$ cat config.mk
export PLATFORM = sky130hd
export DESIGN_NAME = subslot_occupancy_classifier
export DESIGN_NICKNAME = d
export VERILOG_FILES = /design/src/sv/soc_pkg.sv /design/src/sv/soc_lane.sv /design/src/sv/soc_merge.sv /design/src/sv/subslot_occupancy_classifier.sv
export SDC_FILE = /design/constraint.sdc
export NUM_CORES = 1
export LEC_CHECK = 0
export ABC_AREA = 1
export BUFFER_PORTS_ARGS = -buffer_cell sky130_fd_sc_hd__buf_2
export CAP_MARGIN = 40
export CORE_MARGIN = 2
export CORE_UTILIZATION = 58
export DETAILED_ROUTE_END_ITERATION = 6
export GPL_TIMING_DRIVEN = 0
export HOLD_SLACK_MARGIN = 0.1
export MAX_ROUTING_LAYER = met4
export PLACE_DENSITY = 0.78
export SLEW_MARGIN = 20
export SYNTH_ARGS = -nofsm -noshare
export SYNTH_HDL_FRONTEND = slang
export SYNTH_SLANG_ARGS = --single-unit
export TNS_END_PERCENT = 1
$ cat constraint.sdc
create_clock -name clk -period 12.6 [get_ports clk]
set_clock_uncertainty 0.2 [all_clocks]
set_input_delay 2.52 -clock clk [delete_from_list [all_inputs] [get_ports clk]]
set_output_delay 2.52 -clock clk [all_outputs]
set_load 0.01 [all_outputs]
$ cat src/sv/soc_pkg.sv
// Package with shared constants, verdict codes and lane/merge types of the subslot classifier.
package soc_pkg;

    localparam int SCAN_BYTES = 6;
    localparam int SUBSLOTS   = 48;
    localparam int LANES      = 8;
    localparam int COUNT_W    = 7;
    localparam int POS_W      = 3;
    localparam int INC_W      = $clog2(LANES + 1);
    localparam int PCT_W      = 7;
    localparam int PCT_MAX    = 100;

    localparam int S_TDATA_W  = 48;
    localparam int M_TDATA_W  = 80;

    localparam logic [POS_W-1:0] LAST_POS = POS_W'((SCAN_BYTES - 1) % 8);

    // Percentage by reciprocal: floor(sum * 100 / SUBSLOTS) = (sum * PCT_RECIP) >> PCT_SHIFT.
    localparam int SUM_W       = COUNT_W + 1;
    localparam int PCT_SHIFT   = SUM_W + $clog2(SUBSLOTS) + 1;
    localparam longint PCT_RECIP =
        (longint'(PCT_MAX) * (longint'(1) << PCT_SHIFT) + SUBSLOTS - 1) / SUBSLOTS;
    localparam int PCT_RECIP_W = $clog2(PCT_RECIP + 1);
    localparam int PROD_W      = SUM_W + PCT_RECIP_W;

    typedef enum logic [1:0] {
        V_UNKNOWN  = 2'd0,
        V_FREE     = 2'd1,
        V_POSSIBLE = 2'd2,
        V_BUSY     = 2'd3
    } verdict_t;

    typedef struct packed {
        logic     marked;
        verdict_t verdict;
    } lane_result_t;

    typedef struct packed {
        logic [2*LANES-1:0] verdicts;
        verdict_t           last_verdict;
        logic [INC_W-1:0]   free_inc;
        logic [INC_W-1:0]   possible_inc;
        logic [INC_W-1:0]   busy_inc;
        logic               unmarked;
    } merge_result_t;

endpackage

$ cat src/sv/soc_lane.sv
// One subslot lane: priority classification of a single subslot.
module soc_lane
    import soc_pkg::*;
(
    input  logic         busy_bit,
    input  logic         possible_bit,
    input  logic         free_bit,
    output lane_result_t result
);

    always_comb
    begin
        result.marked = busy_bit | possible_bit | free_bit;
        if (busy_bit)
        begin
            result.verdict = V_BUSY;
        end
        else if (possible_bit)
        begin
            result.verdict = V_POSSIBLE;
        end
        else if (free_bit)
        begin
            result.verdict = V_FREE;
        end
        else
        begin
            result.verdict = V_UNKNOWN;
        end
    end

endmodule

$ cat src/sv/soc_merge.sv
// Merge: carries verdicts into unmarked subslots and counts free, possible and busy lanes.
module soc_merge
    import soc_pkg::*;
(
    input  lane_result_t  lanes [LANES],
    input  verdict_t      prev_verdict,
    output merge_result_t merged
);

    always_comb
    begin
        verdict_t carry;
        carry = prev_verdict;
        merged.free_inc     = '0;
        merged.possible_inc = '0;
        merged.busy_inc     = '0;
        merged.unmarked     = 1'b0;
        merged.verdicts     = '0;
        for (int j = 0; j < LANES; j++)
        begin
            if (lanes[j].marked)
            begin
                carry = lanes[j].verdict;
            end
            else
            begin
                merged.unmarked = 1'b1;
            end
            merged.verdicts[2*j +: 2] = carry;
            case (lanes[j].verdict)
                V_FREE:     merged.free_inc     = merged.free_inc + INC_W'(1);
                V_POSSIBLE: merged.possible_inc = merged.possible_inc + INC_W'(1);
                V_BUSY:     merged.busy_inc     = merged.busy_inc + INC_W'(1);
                default:    ;
            endcase
        end
        merged.last_verdict = carry;
    end

endmodule

$ cat src/sv/subslot_occupancy_classifier.sv
// Top level of the subslot occupancy classifier: lanes, merge, scan state and output pipeline.
// An accepted item passes the first-stage and output registers before it shows on m_tvalid.
// Throughput: one item per cycle unless the output stalls; the eight lanes and the merge
// are combinational. The second stage computes the percentage and registers the output
// item; a stalled output holds both stages.
// Reset (rst_n low, asynchronous) empties the pipeline and returns the scan state to the
// start of a scan: position 0, zero counts, all-free set, previous verdict unknown.
module subslot_occupancy_classifier
    import soc_pkg::*;
(
    input  logic                 clk,
    input  logic                 rst_n,
    input  logic                 s_tvalid,
    output logic                 s_tready,
    // busy_bits[7:0], possible_bits[15:8], free_bits[23:16], channel[39:24],
    // busy_level[46:40], zero fill[47]
    input  logic [S_TDATA_W-1:0] s_tdata,
    output logic                 m_tvalid,
    input  logic                 m_tready,
    // subslot_verdicts[15:0], first_subslot[21:16], free_total[28:22],
    // possible_total[35:29], busy_total[42:36], suitable_percent[49:43], all_free[50],
    // channel_out[66:51], busy_level_out[73:67], unmarked_seen[74], zero fill[79:75]
    output logic [M_TDATA_W-1:0] m_tdata,
    output logic                 m_tlast
);

    logic [LANES-1:0] busy_bits;
    logic [LANES-1:0] possible_bits;
    logic [LANES-1:0] free_bits;
    logic [15:0]      channel;
    logic [6:0]       busy_level;

    assign busy_bits     = s_tdata[7:0];
    assign possible_bits = s_tdata[15:8];
    assign free_bits     = s_tdata[23:16];
    assign channel       = s_tdata[39:24];
    assign busy_level    = s_tdata[46:40];

    lane_result_t  lane_res [LANES];
    merge_result_t merged;

    // Scan state.
    logic [POS_W-1:0]   pos_reg;
    logic [COUNT_W-1:0] free_cnt_reg;
    logic [COUNT_W-1:0] poss_cnt_reg;
    logic [COUNT_W-1:0] busy_cnt_reg;
    logic               all_free_reg;
    verdict_t           prev_verdict_reg;
    logic               unmarked_reg;

    logic [COUNT_W-1:0] free_cnt_next;
    logic [COUNT_W-1:0] poss_cnt_next;
    logic [COUNT_W-1:0] busy_cnt_next;
    logic               all_free_next;
    logic               unmarked_next;
    logic               done;

    // First stage registers.
    logic               s1_valid_reg;
    logic [2*LANES-1:0] s1_verdicts_reg;
    logic [POS_W-1:0]   s1_pos_reg;
    logic               s1_done_reg;
    logic [COUNT_W-1:0] s1_free_reg;
    logic [COUNT_W-1:0] s1_poss_reg;
    logic [COUNT_W-1:0] s1_busy_reg;
    logic               s1_all_free_reg;
    logic [15:0]        s1_channel_reg;
    logic [6:0]         s1_level_reg;
    logic               s1_unmarked_reg;

    // Output registers.
    logic               out_valid_reg;
    logic [M_TDATA_W-1:0] out_data_reg;
    logic               out_last_reg;

    logic               accept;
    logic               out_advance;
    logic               s1_advance;

    genvar g;
    generate
        for (g = 0; g < LANES; g++)
        begin : g_lane
            soc_lane u_lane
            (
                .busy_bit     (busy_bits[g]),
                .possible_bit (possible_bits[g]),
                .free_bit     (free_bits[g]),
                .result       (lane_res[g])
            );
        end
    endgenerate

    soc_merge u_merge
    (
        .lanes        (lane_res),
        .prev_verdict (prev_verdict_reg),
        .merged       (merged)
    );

    assign out_advance = !out_valid_reg || m_tready;
    assign s1_advance  = out_advance;
    assign s_tready    = !s1_valid_reg || s1_advance;
    assign accept      = s_tvalid && s_tready;

    assign free_cnt_next = free_cnt_reg + COUNT_W'(merged.free_inc);
    assign poss_cnt_next = poss_cnt_reg + COUNT_W'(merged.possible_inc);
    assign busy_cnt_next = busy_cnt_reg + COUNT_W'(merged.busy_inc);
    assign all_free_next = all_free_reg && (free_bits == '1);
    assign unmarked_next = unmarked_reg || merged.unmarked;
    assign done          = (pos_reg == LAST_POS);

    always_ff @(posedge clk or negedge rst_n)
    begin
        if (!rst_n)
        begin
            pos_reg          <= '0;
            free_cnt_reg     <= '0;
            poss_cnt_reg     <= '0;
            busy_cnt_reg     <= '0;
            all_free_reg     <= 1'b1;
            prev_verdict_reg <= V_UNKNOWN;
            unmarked_reg     <= 1'b0;
        end
        else if (accept)
        begin
            if (done)
            begin
                pos_reg          <= '0;
                free_cnt_reg     <= '0;
                poss_cnt_reg     <= '0;
                busy_cnt_reg     <= '0;
                all_free_reg     <= 1'b1;
                prev_verdict_reg <= V_UNKNOWN;
                unmarked_reg     <= 1'b0;
            end
            else
            begin
                pos_reg          <= pos_reg + POS_W'(1);
                free_cnt_reg     <= free_cnt_next;
                poss_cnt_reg     <= poss_cnt_next;
                busy_cnt_reg     <= busy_cnt_next;
                all_free_reg     <= all_free_next;
                prev_verdict_reg <= merged.last_verdict;
                unmarked_reg     <= unmarked_next;
            end
        end
    end

    always_ff @(posedge clk or negedge rst_n)
    begin
        if (!rst_n)
        begin
            s1_valid_reg <= 1'b0;
        end
        else if (s_tready)
        begin
            s1_valid_reg <= accept;
        end
    end

    always_ff @(posedge clk)
    begin
        if (accept)
        begin
            s1_verdicts_reg <= merged.verdicts;
            s1_pos_reg      <= pos_reg;
            s1_done_reg     <= done;
            s1_free_reg     <= free_cnt_next;
            s1_poss_reg     <= poss_cnt_next;
            s1_busy_reg     <= busy_cnt_next;
            s1_all_free_reg <= all_free_next;
            s1_channel_reg  <= channel;
            s1_level_reg    <= busy_level;
            s1_unmarked_reg <= unmarked_next;
        end
    end

    // Second stage: percentage by reciprocal multiply, summary fields zero unless done.
    logic [SUM_W-1:0]  suit_sum;
    logic [PROD_W-1:0] pct_prod;
    logic [PROD_W-1:0] pct_quot;
    logic [PCT_W-1:0]  pct;
    logic [M_TDATA_W-1:0] out_data_next;

    assign suit_sum = SUM_W'(s1_free_reg) + SUM_W'(s1_poss_reg);
    assign pct_prod = PROD_W'(suit_sum) * PROD_W'(PCT_RECIP);
    assign pct_quot = pct_prod >> PCT_SHIFT;
    assign pct      = (pct_quot > PROD_W'(PCT_MAX)) ? PCT_W'(PCT_MAX) : pct_quot[PCT_W-1:0];

    always_comb
    begin
        out_data_next         = '0;
        out_data_next[15:0]   = s1_verdicts_reg;
        out_data_next[21:16]  = {s1_pos_reg, 3'b000};
        out_data_next[74]     = s1_unmarked_reg;
        if (s1_done_reg)
        begin
            out_data_next[28:22] = s1_free_reg;
            out_data_next[35:29] = s1_poss_reg;
            out_data_next[42:36] = s1_busy_reg;
            out_data_next[49:43] = pct;
            out_data_next[50]    = s1_all_free_reg;
            out_data_next[66:51] = s1_channel_reg;
            out_data_next[73:67] = s1_level_reg;
        end
    end

    always_ff @(posedge clk or negedge rst_n)
    begin
        if (!rst_n)
        begin
            out_valid_reg <= 1'b0;
        end
        else if (out_advance)
        begin
            out_valid_reg <= s1_valid_reg;
        end
    end

    always_ff @(posedge clk)
    begin
        if (out_advance && s1_valid_reg)
        begin
            out_data_reg <= out_data_next;
            out_last_reg <= s1_done_reg;
        end
    end

    assign m_tvalid = out_valid_reg;
    assign m_tdata  = out_data_reg;
    assign m_tlast  = out_last_reg;

    a_summary_zero: assert property (@(posedge clk) disable iff (!rst_n)
        (m_tvalid && !m_tlast) |-> (m_tdata[73:22] == '0))
        else $error("Summary fields set on an item that does not end the scan.");

    a_pct_range: assert property (@(posedge clk) disable iff (!rst_n)
        m_tvalid |-> (m_tdata[49:43] <= PCT_W'(PCT_MAX)))
        else $error("Suitable percentage above its maximum.");

    a_scan_restart: assert property (@(posedge clk) disable iff (!rst_n)
        (accept && done) |=> (pos_reg == '0 && prev_verdict_reg == V_UNKNOWN && all_free_reg))
        else $error("Scan state not restarted after the last byte.");

    a_ready_when_empty: assert property (@(posedge clk) disable iff (!rst_n)
        (!out_valid_reg && !s1_valid_reg) |-> s_tready)
        else $error("Input stalled while the pipeline is empty.");

endmodule
* Word level (Yosys, flattened, before mapping) *
Index checks and enable logic that the tools add are counted.

storage, ports and cells
  output and inout bits = 83
  word-level logic and storage cells = 175
  input bits = 52
  register bits = 169

operators by class
  bitwise gates (word level) = 17
  eq/ne operators = 26
  multipliers = 1
  multiplexer cells = 72
  magnitude comparators = 1
  add/sub/neg operators = 26
  reductions and logical operators = 9

operators with widths
  operator               count
  $mux 4                 21
  $add 4x1->4 const B    18
  $mux 2                 25
  $eq 2x2->1 const B     16
  $mux 7                 4
  $mul 8x17->25 const B  1
  $add 7x4->7            3
  $mux 1                 21
  $eq 2x1->1 const B     8
  $or 1x1->1             16
  $gt 10x7->1 const B    1
  $add 7x7->8            1
  $eq 8x8->1 const B     1
  $add 1x1->2 const B    3
  $add 3x1->3 const B    1
  $eq 3x3->1 const B     1
  $logic_and 1x1->1      3
  $logic_or 1x1->1       3
  $mux 3                 1
  $logic_not 1->1        2
  $reduce_or 2->1        1
  $not 1->1              1

* Longest topological paths before layout *
  depth in word-level cells = 21
  depth in mapped cells = 33
  depth with buffers taken out = 33

* By module *
Synthesis repeated with hierarchy kept, for this count alone.

unflattened totals
  cells, all modules = 1301
  area total of the unflattened synthesis = 11287.1 um^2

by module, submodules not included
  module                        sequential area each (um^2)  instances  area each (um^2)  cells an instance
  subslot_occupancy_classifier  4926.0                       1          8703.3            773
  soc_merge                     0.0                          1          2323.5            472
  soc_lane                      0.0                          8          32.5              7

* Worst setup path before layout *
OpenSTA, ideal clock, no wires.

  kind = input-to-reg
  start point = input port s_tdata[8]
  end point = register free_cnt_reg[4]
  data required time = 12.196 ns
  path slack = 5.602 ns
  stages on the path = 29
  arrival time = 6.594 ns
  setup time = 0.204 ns
  cell sequence = nor2_1 inv_1 nor2_1 ha_1 xor2_2 inv_2 ha_1 nand2_1 nand2_1 ha_1 inv_1 nand2_1 o21ai_1 inv_1 ha_1 nand2_1 o21ai_2 ha_1 nand2_1 nand2_1 ha_1 nand2_1 o21ai_0 fa_1 a21oi_1 o21ai_0 xor2_1 nand2_1 o21ai_0

between the ends
  longest elaborated chain between the ends = 20

RTL lines
  element                     line                                 source
  start, declared             subslot_occupancy_classifier.sv:17   input logic [S_TDATA_W-1:0] s_tdata,
  $mux 2 *                    soc_lane.sv:18                       else if (possible_bit)
  $mux 2 *                    soc_lane.sv:14                       if (busy_bit)
  $eq 2x1->1 *                soc_merge.sv:30                      case (lanes[j].verdict)
  $mux 1 *                    soc_merge.sv:30
  $add 1x1->2                 soc_merge.sv:31                      V_FREE: merged.free_inc = merged.free_inc + INC_W'(1);
  $mux 4 *                    soc_merge.sv:30
  $add 4x1->4                 soc_merge.sv:31
  $mux 4 *                    soc_merge.sv:30
  [5 not listed]              -
  $mux 4 *                    soc_merge.sv:30
  $add 4x1->4                 soc_merge.sv:31
  $mux 4 *                    soc_merge.sv:30
  $add 4x1->4                 soc_merge.sv:31
  $mux 4 *                    soc_merge.sv:30
  $add 7x4->7 *               subslot_occupancy_classifier.sv:106  assign free_cnt_next = free_cnt_reg + COUNT_W'(merged.free_inc);
  named net free_cnt_next[4]  subslot_occupancy_classifier.sv:51   logic [COUNT_W-1:0] free_cnt_next;
  $mux 7 *                    subslot_occupancy_classifier.sv:127  if (done)
  end signal, assigned        subslot_occupancy_classifier.sv:140  free_cnt_reg <= free_cnt_next;
  end, declared               subslot_occupancy_classifier.sv:44   logic [COUNT_W-1:0] free_cnt_reg;

Mark *: on every way through the listed nets, which the timed path passes. The rest lies on a longest branch.
A chain may end at the register's enable or synchronous reset.

* Worst setup path in the final report *
  start point = input port s_tdata[0]
  end point = register free_cnt_reg[6]

between the ends
  longest elaborated chain between the ends = 19

RTL lines
  element                     line
  $mux 2 *                    soc_lane.sv:14
  $eq 2x1->1 *                soc_merge.sv:30
  $mux 1 *                    soc_merge.sv:30
  $add 1x1->2                 soc_merge.sv:31
  $mux 4 *                    soc_merge.sv:30
  $add 4x1->4                 soc_merge.sv:31
  $mux 4 *                    soc_merge.sv:30
  $add 4x1->4                 soc_merge.sv:31
  [4 not listed]              -
  $mux 4 *                    soc_merge.sv:30
  $add 4x1->4                 soc_merge.sv:31
  $mux 4 *                    soc_merge.sv:30
  $add 4x1->4                 soc_merge.sv:31
  $mux 4 *                    soc_merge.sv:30
  $add 7x4->7 *               subslot_occupancy_classifier.sv:106
  named net free_cnt_next[6]  subslot_occupancy_classifier.sv:51
  $mux 7 *                    subslot_occupancy_classifier.sv:127

Marked as above.

==> reports/metrics.yaml <==
worst_setup_path:
  setup.worst_path.start_class: "primary input"
  ff2ff_path_depth: 28
  cp-startpoint: "s_tdata[0]"
  endpoint: "free_cnt_reg[6]"
  critPathSlowestCell: "o21ai_0"
  rrSetupSlack_ns: 6.34
  path_common_cell: "nand2_1"
  cp-end-kind: "flop"
  slowest_delay_ns: 0.31
  crit_buf_inv: 5
  path_delay_family: "adder cells"
  path_depth: 30
  crit_type: "in -> reg"
  worst_r2r_endpoint: "m_tdata[45]"
  crit-reg2reg-launch: "s1_free_reg[0]"
  cp.required_ns: 12.72
  crit_arrival_ns: 7.30
  cp_max_fo: 4
floorplanning:
  fp.dieH_um: 137
  ios: 135
  coreArea_um2: 17300
  initial_core_util: 0.595
  rows: 48
  die_w_um: 137
  dieArea_um2: 18800
logic_synthesis:
  netlist_instances: 1092
  synth_fa_ha_area_frac: 0.153
  synthXorXnorAreaFrac: 0.0330
  synth-main-ff-cell: "edfxtp_1"
  synth.avg_cell_area_um2: 9.42
  synth_seq_cells: 169
  synth_top_family_by_area: "simple AND/OR/NAND/NOR gates"
  synthSimpleGateAreaFrac: 0.197
  synth.distinct_cells: 47
  synthMuxAreaShare: 0.00109
  synth_compound_area_frac: 0.0576
  yosysSeqAreaShare: 0.479
  ys_async_sr_fraction: 0.178
  synth_area_um2: 10300
  synth_edf_count: 139
  yosysWarnings: 0
timing:
  hold_viol: 0
  setup_viol: 0
  worst_pin_slew_ns: 0.693
  tns_ns: 0
  fmax_ghz: 0.139
  fin_crit_sh: 0.570
  slew_violations: 0
  rsz0062_at_grt: "false"
  relSlewSlack: 0.537
  finalCriticalPeriod_ns: 7.18
detailed_routing:
  vias_per_cell: 5.17
  drtIter0Drc: 462
  drc: 0
  drtPass1Iterations: 5
  wl_per_cell_um: 14.3
  vias: 7672
  ant_nets: 0
  route.final.wire_length_um: 21200
grt:
  grt_overflow: 0
  grt_pass1_vias: 7586
  grt_pass1_wl_um: 34800
  antenna_found_initial: 0
  grt_usage: 0.244
  grt_max_degree: 56
clock_network:
  clk_pin_slew_ns: 0.07
  holdBufCountCts: 0
  post-cts-setup-buffers: 0
  clock-sinks: 169
  clk_latency_ns: 0.44
  cts-root-buf: "clkbuf_16"
  cts_tree: "done"
  cts_buffer_depth: 2
  postCtsResizedCells: 0
  h-tree-depth: 4
  cts_buffers: 17
status:
  status: "finished clean"
final_layout:
  drive_gt1_frac: 0.186
  diodes: 0
  largest_reg_flops: 72
  syn_to_final_growth_pct: 16.4
  final_cell_mix: "282 x nand2_1, 177 x inv_1, 139 x edfxtp_1"
  layout_commonest_cell: "nand2_1"
  finalInstanceArea_um2: 12000
  nNetsFinal: 1413
placement:
  hpwl_um: 16400
  gp_congestion: 0.937
  numPortBuffers: 125
  dpl_cell_area_um2: 11300
hold_path:
  worstHoldStart: "s1_verdicts_reg[14]"
  hold_path.class: "reg -> reg"
job:
  maxCapViolCount: 0
[per-layer routing]
metal / track usage / vias to the layer above / wire, um
met5: - / - / 0
met4: 0.0819 / 0 / 406
met3: 0.0438 / 36 / 1140
met2: 0.407 / 226 / 10500
met1: 0.301 / 3545 / 9160
li1: - / 3865 / -
[worst register-to-register path: cells and delay by family (launching register included)]
kind | cells | cell delay [ns]
AOI/OAI and AO/OA | 2 | 0.46
DFF | 1 | 0.42
and+or+nand+nor | 13 | 1.50
adders and majority gates | 7 | 2.54
xor gates and xnor gates | 2 | 0.41
buffers and inverters | 4 | 0.50
[how the worst min path moves through the flow]
stage                             end  slack (ns)  cells past startpoint
final                     m_tdata[14]        0.22                      0
after CTS                 m_tdata[14]        0.22                      0
after floorplan            m_tdata[0]        0.20                      0
after global routing      m_tdata[14]        0.22                      0
after global placement     m_tdata[6]        0.20                      0
after detailed placement  m_tdata[20]        0.20                      0
[cell families after synthesis]
kind of cell | Yosys count
fa+ha+maj | 114
flops | 169
compound gates | 94
mux | 1
simple gates | 468
other cells | 1
xor+xnor | 37
buf+inv | 208
[metrics by stage]
stage           util  hold WS [ns]  std cells  setup slack (ns)
5_1_grt        0.692         0.225       1485              4.98
3_3_place_gp   0.649         0.204       1449              4.04
4_1_cts        0.692         0.216       1485              5.45
2_1_floorplan      -         0.200       1099              5.60
6_report       0.692         0.220       1485              5.42
3_5_place_dp   0.656         0.205       1453              5.05
[cells in the mapped netlist (2+ instances only)]
master      n  area (um2)
a21oi_1    35         175
a22o_1     15         131
a31oi_1     3        18.8
a31oi_2     2        25.0
buf_4       8        60.1
clkbuf_1   10        37.5
dfrtp_1    29         726
edfxtp_1  139        4170
fa_1       20         400
ha_1       94        1180
inv_1     178         668
inv_2      10        37.5
nand2_1   282        1060
nand2_2    22         138
nand3_1    47         235
nand3_2     5        50.1
nand3b_1    7        52.6
nand4_1    11        68.8
nor2_1     70         263
nor2_2      9        56.3
nor2_4      2        22.5
nor3_1      3        15.0
nor4_1      3        18.8
o21ai_0    20         100
o21ai_1     4        20.0
o21ai_2     5        43.8
o21bai_1    5        37.5
or2_1       2        12.5
xnor2_1    12         105
xor2_1     23         201
[layout make-up]
type                    count  area (um2)
fillers                  1303        5320
flip-flops and latches    169        4930
multi-input cells         722        4590
repair buffers            129         736
inverters                 189         712
clock buffers              17         425
well taps                 225         282
clock inverters            15         203
plain buffers              19         101
Power is left out: the tool's default activity adds up to more than one toggle a clock period on the data nets, which glitch-free logic cannot reach.
